`config.mk`:
```
export PLATFORM = sky130hd
export DESIGN_NAME = shape_pair_collision_test_top
export DESIGN_NICKNAME = d
export VERILOG_FILES = /design/src/rtl/spct_pkg.sv /design/src/rtl/spct_prep.sv /design/src/rtl/shape_pair_collision_test_top.sv
export SDC_FILE = /design/constraint.sdc
export NUM_CORES = 2
export LEC_CHECK = 0
export BUFFER_PORTS_ARGS = -buffer_cell sky130_fd_sc_hd__buf_2
export CAP_MARGIN = 15
export CORE_ASPECT_RATIO = 0.75
export CORE_MARGIN = 1
export CORE_UTILIZATION = 65
export CTS_CLUSTER_DIAMETER = 120
export DETAILED_ROUTE_END_ITERATION = 12
export GPL_TIMING_DRIVEN = 0
export PLACE_DENSITY_LB_ADDON = 0.05
export SYNTH_ARGS = -nofsm -noshare
export SYNTH_HDL_FRONTEND = slang
export SYNTH_SLANG_ARGS = --single-unit
```
`constraint.sdc`:
```
create_clock -name clock -period 6.26 [get_ports clock]
set_clock_uncertainty 0.1 [all_clocks]
set_input_delay 0.626 -clock clock [delete_from_list [all_inputs] [get_ports clock]]
set_output_delay 0.626 -clock clock [all_outputs]
set_load 0.05 [all_outputs]
```
`src/rtl/spct_pkg.sv`:
```
// shared types and constants for the shape pair collision test
// no dependencies; imported by spct_prep and the top level
package spct_pkg;

   localparam int KIND_W = 2;
   localparam int SIZE_W = 12;
   localparam int HALF_W = SIZE_W - 1;
   localparam int RAD_W  = SIZE_W + 1;
   localparam int SQ_W   = 2 * RAD_W;
   localparam int SSUM_W = SQ_W + 1;

   localparam logic [KIND_W-1:0] KIND_NONE   = 2'd0;
   localparam logic [KIND_W-1:0] KIND_RECT   = 2'd1;
   localparam logic [KIND_W-1:0] KIND_CIRCLE = 2'd2;

   typedef enum logic [1:0] {
      MODE_NONE = 2'd0,
      MODE_RR   = 2'd1,
      MODE_RC   = 2'd2,
      MODE_CC   = 2'd3
   } mode_type;

   // pair classification from kinds and sizes
   typedef struct packed {
      mode_type          mode;
      logic [SIZE_W-1:0] sum_w;
      logic [SIZE_W-1:0] sum_h;
      logic [RAD_W-1:0]  rad;
   } prep_type;

   // outcome of the range checks, ahead of the squaring stage
   typedef struct packed {
      logic             decided;
      logic             decided_hit;
      logic             strict;
      logic [RAD_W-1:0] ex;
      logic [RAD_W-1:0] ey;
      logic [RAD_W-1:0] rad;
   } range_type;

endpackage

```
`src/rtl/spct_prep.sv`:
```
// pair classification: picks the test and folds the half sizes and radii
// depends on spct_pkg
module spct_prep (
   input  logic [spct_pkg::KIND_W-1:0] kind_a,
   input  logic [spct_pkg::SIZE_W-1:0] w_a,
   input  logic [spct_pkg::SIZE_W-1:0] h_a,
   input  logic [spct_pkg::KIND_W-1:0] kind_b,
   input  logic [spct_pkg::SIZE_W-1:0] w_b,
   input  logic [spct_pkg::SIZE_W-1:0] h_b,
   output spct_pkg::prep_type          prep
);
   import spct_pkg::*;

   logic [HALF_W-1:0] hw_a, hh_a, hw_b, hh_b;

   assign hw_a = w_a[SIZE_W-1:1];
   assign hh_a = h_a[SIZE_W-1:1];
   assign hw_b = w_b[SIZE_W-1:1];
   assign hh_b = h_b[SIZE_W-1:1];

   always_comb begin
      prep.mode  = MODE_NONE;
      prep.sum_w = '0;
      prep.sum_h = '0;
      prep.rad   = '0;
      if (kind_a == KIND_RECT && kind_b == KIND_RECT) begin
         prep.mode  = MODE_RR;
         prep.sum_w = SIZE_W'(hw_a) + SIZE_W'(hw_b);
         prep.sum_h = SIZE_W'(hh_a) + SIZE_W'(hh_b);
      end else if (kind_a == KIND_RECT && kind_b == KIND_CIRCLE) begin
         prep.mode  = MODE_RC;
         prep.sum_w = SIZE_W'(hw_a);
         prep.sum_h = SIZE_W'(hh_a);
         prep.rad   = RAD_W'(w_b);
      end else if (kind_a == KIND_CIRCLE && kind_b == KIND_RECT) begin
         prep.mode  = MODE_RC;
         prep.sum_w = SIZE_W'(hw_b);
         prep.sum_h = SIZE_W'(hh_b);
         prep.rad   = RAD_W'(w_a);
      end else if (kind_a == KIND_CIRCLE && kind_b == KIND_CIRCLE) begin
         // circles meet below the sum of radii, box offsets stay zero
         prep.mode = MODE_CC;
         prep.rad  = RAD_W'(w_a) + RAD_W'(w_b);
      end
   end

endmodule

```
`src/rtl/shape_pair_collision_test_top.sv`:
```
// top level of the shape pair collision test: four-stage hit pipeline
// depends on spct_pkg and spct_prep
//
// usage:
//   one request carries two shapes (centre, kind, width, height; width is
//   the radius for a circle) and gives one response with a hit flag
//   request channel: req_valid / req_stall, taken when valid and not stall
//   response channel: rsp_valid / rsp_stall, same rule, stall from receiver
//   throughput: one request per cycle, sustained, with no stall at output
//   stages: centre offsets and pair folding, range checks, three parallel
//   squarers, then the distance sum and compare
//   stall: each stage holds only while it is full and the stage after it
//   holds, so bubbles close up and up to four requests are held, the waiting
//   response among them; req_stall is high when all four are full and stalled
//   reset: synchronous, clears every stage valid; responses in flight are
//   dropped and no response appears until a new request is taken
module shape_pair_collision_test_top #(
   parameter int COORD_WIDTH = 16
) (
   input  logic                          clock,
   input  logic                          reset,
   input  logic                          req_valid,
   output logic                          req_stall,
   input  logic signed [COORD_WIDTH-1:0] req_first_x,
   input  logic signed [COORD_WIDTH-1:0] req_first_y,
   input  logic [spct_pkg::KIND_W-1:0]   req_first_kind,
   input  logic [spct_pkg::SIZE_W-1:0]   req_first_w,
   input  logic [spct_pkg::SIZE_W-1:0]   req_first_h,
   input  logic signed [COORD_WIDTH-1:0] req_second_x,
   input  logic signed [COORD_WIDTH-1:0] req_second_y,
   input  logic [spct_pkg::KIND_W-1:0]   req_second_kind,
   input  logic [spct_pkg::SIZE_W-1:0]   req_second_w,
   input  logic [spct_pkg::SIZE_W-1:0]   req_second_h,
   output logic                          rsp_valid,
   input  logic                          rsp_stall,
   output logic                          rsp_hit
);
   import spct_pkg::*;

   localparam int DW = (COORD_WIDTH > RAD_W) ? COORD_WIDTH : RAD_W + 1;

   // stage enables
   logic en1, en2, en3, en4;

   // stage 1
   logic                   v1_ff;
   logic [COORD_WIDTH-1:0] dx_ff, dy_ff, dx_in, dy_in;
   prep_type               prep_ff, prep_in;

   // stage 2
   logic      v2_ff;
   range_type rng_ff, rng_in;

   // stage 3
   logic            v3_ff;
   logic            dec3_ff, dhit3_ff, strict3_ff;
   logic [SQ_W-1:0] exsq_ff, eysq_ff, rsq_ff;

   // stage 4
   logic v4_ff;
   logic hit_ff, hit_in;

   assign en4 = !v4_ff || !rsp_stall;
   assign en3 = !v3_ff || en4;
   assign en2 = !v2_ff || en3;
   assign en1 = !v1_ff || en2;
   assign req_stall = !en1;

   // absolute centre offsets, always fit the coordinate width unsigned
   always_comb begin
      logic signed [COORD_WIDTH:0] ax, bx, ay, by;
      ax = {req_first_x[COORD_WIDTH-1], req_first_x};
      bx = {req_second_x[COORD_WIDTH-1], req_second_x};
      ay = {req_first_y[COORD_WIDTH-1], req_first_y};
      by = {req_second_y[COORD_WIDTH-1], req_second_y};
      if (ax > bx) dx_in = COORD_WIDTH'(ax - bx);
      else         dx_in = COORD_WIDTH'(bx - ax);
      if (ay > by) dy_in = COORD_WIDTH'(ay - by);
      else         dy_in = COORD_WIDTH'(by - ay);
   end

   spct_prep u_prep (
      .kind_a (req_first_kind),
      .w_a    (req_first_w),
      .h_a    (req_first_h),
      .kind_b (req_second_kind),
      .w_b    (req_second_w),
      .h_b    (req_second_h),
      .prep   (prep_in)
   );

   // range checks; only undecided circle pairs and box corners go on to the squarers
   always_comb begin
      logic [DW-1:0] dxw, dyw, bw, bh, rw, reach_w, reach_h;
      dxw     = DW'(dx_ff);
      dyw     = DW'(dy_ff);
      bw      = DW'(prep_ff.sum_w);
      bh      = DW'(prep_ff.sum_h);
      rw      = DW'(prep_ff.rad);
      reach_w = bw + rw;
      reach_h = bh + rw;
      rng_in.decided     = 1'b1;
      rng_in.decided_hit = 1'b0;
      rng_in.strict      = 1'b0;
      rng_in.ex          = '0;
      rng_in.ey          = '0;
      rng_in.rad         = prep_ff.rad;
      case (prep_ff.mode)
         MODE_RR: begin
            rng_in.decided_hit = (dxw <= bw) && (dyw <= bh);
         end
         MODE_RC: begin
            if (dxw > reach_w || dyw > reach_h) begin
               rng_in.decided_hit = 1'b0;
            end else if (dxw <= bw || dyw <= bh) begin
               rng_in.decided_hit = 1'b1;
            end else begin
               // corner region: distance from the box corner
               rng_in.decided = 1'b0;
               rng_in.ex      = RAD_W'(dxw - bw);
               rng_in.ey      = RAD_W'(dyw - bh);
            end
         end
         MODE_CC: begin
            if (!(dxw >= rw || dyw >= rw)) begin
               rng_in.decided = 1'b0;
               rng_in.strict  = 1'b1;
               rng_in.ex      = RAD_W'(dxw);
               rng_in.ey      = RAD_W'(dyw);
            end
         end
         default: begin
            rng_in.decided_hit = 1'b0;
         end
      endcase
   end

   always_comb begin
      logic [SSUM_W-1:0] ssum, rsq;
      ssum = SSUM_W'(exsq_ff) + SSUM_W'(eysq_ff);
      rsq  = SSUM_W'(rsq_ff);
      if (dec3_ff)         hit_in = dhit3_ff;
      else if (strict3_ff) hit_in = ssum < rsq;
      else                 hit_in = ssum <= rsq;
   end

   always_ff @(posedge clock) begin
      if (reset) begin
         v1_ff <= 1'b0;
         v2_ff <= 1'b0;
         v3_ff <= 1'b0;
         v4_ff <= 1'b0;
      end else begin
         if (en1) v1_ff <= req_valid;
         if (en2) v2_ff <= v1_ff;
         if (en3) v3_ff <= v2_ff;
         if (en4) v4_ff <= v3_ff;
      end
   end

   always_ff @(posedge clock) begin
      if (en1) begin
         dx_ff   <= dx_in;
         dy_ff   <= dy_in;
         prep_ff <= prep_in;
      end
      if (en2) begin
         rng_ff <= rng_in;
      end
      if (en3) begin
         dec3_ff    <= rng_ff.decided;
         dhit3_ff   <= rng_ff.decided_hit;
         strict3_ff <= rng_ff.strict;
         exsq_ff    <= rng_ff.ex * rng_ff.ex;
         eysq_ff    <= rng_ff.ey * rng_ff.ey;
         rsq_ff     <= rng_ff.rad * rng_ff.rad;
      end
      if (en4) begin
         hit_ff <= hit_in;
      end
   end

   assign rsp_valid = v4_ff;
   assign rsp_hit   = hit_ff;

endmodule

```
==> results.cfg <==
[logic_synthesis]
synth_top_area_cell = fa_1
synth.top_cell.area_share = 0.198
ys.warnings.count = 0
synth-seq-cells = 196
yosysSeqAreaShare = 0.194
async_reset_ff_frac = 0
synth_flop_cell = edfxtp_1
synth_edf_count = 192
avgSynthCellArea_um2 = 9.15
syn_nets = 4162
synthCells = 3291
synth_area_um2 = 30100
ys_top_cells_by_area = fa_1 (20%), edfxtp_1 (19%), ha_1 (19%)
synth.distinct_cells = 87

[status]
outcome = completed

[timing]
slew_viol_final = 0
period_share = 0.975
final_hold_viol_count = 0
max_freq_ghz = 0.164
fin_ws_ns = 0.159
worst_pin_slew_ns = 0.986
timing.slew.headroom = 0.343
period_minus_slack_ns = 6.10
setup-violations-final = 0

[global_routing]
grtUsageTotal = 0.299
grt_pass1_vias = 23600
grt_max_degree = 79
use_met1 = 0.411
top_usage_layer = met2
grt_pass1_wl_um = 114000
groute.layer.met2.usage = 0.496
met3_usage = 0.0406
grt_overflow = 0
antenna_found_initial = 1

[floorplanning]
die_area_um2 = 47200
io_pins = 123
die_h_um = 188
rows = 67
fp.dieW_um = 251
coreArea_um2 = 45200
start_util = 0.667

[critical_path]
start_kind = flop
crit_type = reg2reg
cp-startpoint = rng_ff[1]
worstReg2RegStart = rng_ff[1]
critPathRequiredTime_ns = 6.37
crit_path_end_kind = flop
crit_arrival_ns = 6.21
worstPathMaxFanout = 10

[pwr]
p_per_area_nw_per_um2 = 133
ir_worst_vdd_v = 0.000203
p_sw_frac = 0.360
pwr-share-seq = 0.396
p_sw_mw = 1.56
pwr-share-comb = 0.355
p_int_mw = 2.77
p_clk_frac = 0.249
p_leak_nw = 17.5

[clock_network]
tritoncts = done
cts_buffers = 17
clk_latency_ns = 0.47
clockBufferDepth = 2
clk_pin_slew_ns = 0.07
hold_buffers = 0
htreeDepth = 4
clock_sinks = 196
cts-root-buf = clkbuf_16

[placement]
dp_hpwl_um = 58200
gp_congestion = 0.929
place_ws_ns = -0.238
port_buffers = 120
dp_cells = 3998

[worst_hold_path]
hold_path.startpoint = reset
min_path_type = in2reg

[drt]
num_vias = 23300
via_per_inst = 5.74
drtPass1Iterations = 5
wl_per_cell_um = 17.1
ant_nets = 0
drc_errors = 0
drt-total-wl_um = 69400
drt-initial-drc-count = 1439

[finish]
final_common_cell = inv_1
stdcell_count = 4053
area_delta_synth_final_pct = 7.59
layout_common_cells = inv_1 (753), ha_1 (453), fa_1 (298)
final.fill_count = 3486
antenna_cells = 0
fin_nets = 4326
final_layout_size_suffix_gt1_frac = 0.0851

[flow_run]
drv_cap = 0
## cell usage after synthesis (all sizes together) (16+ instances only)
master / number
a21oi: 167
ha: 453
inv: 758
a31oi: 22
or2: 18
and2: 89
xnor2: 134
nor3: 37
and3: 17
clkbuf: 67
nor2: 97
nand2: 222
o21ai: 131
a21o: 105
a22oi: 30
a211oi: 18
nand3: 29
o21a: 18
xor2: 65
buf: 16
edfxtp: 192
nand4: 27
o21bai: 24
nor2b: 46
fa: 298
nand2b: 24
a22o: 24
## logic make-up after synthesis
group,Yosys count,share of synthesized area
AOI/OAI and AO/OA,637,0.142
adders and majority gates,751,0.386
buffers and inverters,842,0.106
xor gates and xnor gates,199,0.0579
and+or+nand+nor,644,0.106
muxes,22,0.00764
DFF,196,0.194
## routing by layer
layer / vias up / wire, µm
met5: - / 0
met4: 0 / 1640
met3: 101 / 3960
met2: 660 / 32100
met1: 11300 / 31700
li1: 11200 / -
## path summary, 6_finish.rpt
kind / cells after the start / endpoint / slack (ns)
worst max-delay path: 20 / rsq_ff[25] / 0.16
worst min-delay path: 2 / v3_ff / 0.26
worst max register to register: 20 / rsq_ff[25] / 0.16
worst min register to register: 0 / dhit3_ff / 0.33
## critical path, stage by stage (launching register included)
cell and delay [ns]:
edfxtp_1 0.54, buf_4 0.27, nand2_1 0.09, fa_1 0.48, fa_1 0.52, inv_1 0.05, fa_1 0.48, fa_1 0.54
inv_1 0.05, fa_1 0.47, inv_1 0.04, ha_1 0.35, a21oi_1 0.20, o211ai_1 0.13, a211oi_2 0.32, o21ai_2 0.14
nor4_2 0.23, nor3_1 0.11, a41o_1 0.29, o41ai_2 0.34, xnor2_1 0.11
## per-stage QoR
step            util  setup TNS, ns  hold WS, ns  cell area, µm²  power [mW]
2_1_floorplan      -              0        0.300           30100        2.80
3_3_place_gp   0.696         -0.135        0.312           31500        3.15
3_5_place_dp   0.697         -0.650        0.305           31500        3.22
4_1_cts        0.710              0        0.244           32100        4.30
5_1_grt        0.717        -0.0610        0.259           32400        4.57
6_report       0.717              0        0.255           32400        4.32
## layout make-up
class                      count  area (µm²)  area share
multi-input combinational   2253       21100       0.652
buffer                        79         428      0.0132
clock buffer                  18         429      0.0132
timing repair buffer         149         836      0.0258
clock inverter                13         146     0.00452
tap                          586         733      0.0226
sequential                   196        5850       0.180
inverter                     759        2850      0.0880
## state kept, by name, indices dropped and copies added, names as in the netlist, 16 cells and up
signal and count:
exsq_ff 25, dx_ff 16, dy_ff 16, eysq_ff 25, rsq_ff 25, rng_ff 42
prep_ff 39
## power by group through the flow
stage / Clock [mW] / Combinational, mW / Sequential [mW]
after detailed placement: 0 / 1.48 / 1.74
after global placement: 0 / 1.41 / 1.74
after CTS: 1.09 / 1.50 / 1.71
after global routing: 1.14 / 1.72 / 1.72
after floorplan: 0 / 1.15 / 1.65
final: 1.08 / 1.54 / 1.71
## repair_timing
item,in CTS,in global routing
gates cloned,0,1
resized for setup,13,91
setup endpoints to repair,9,17
pin swaps,0,4
setup buffers,0,27
(Power assumes the default switching activity.)
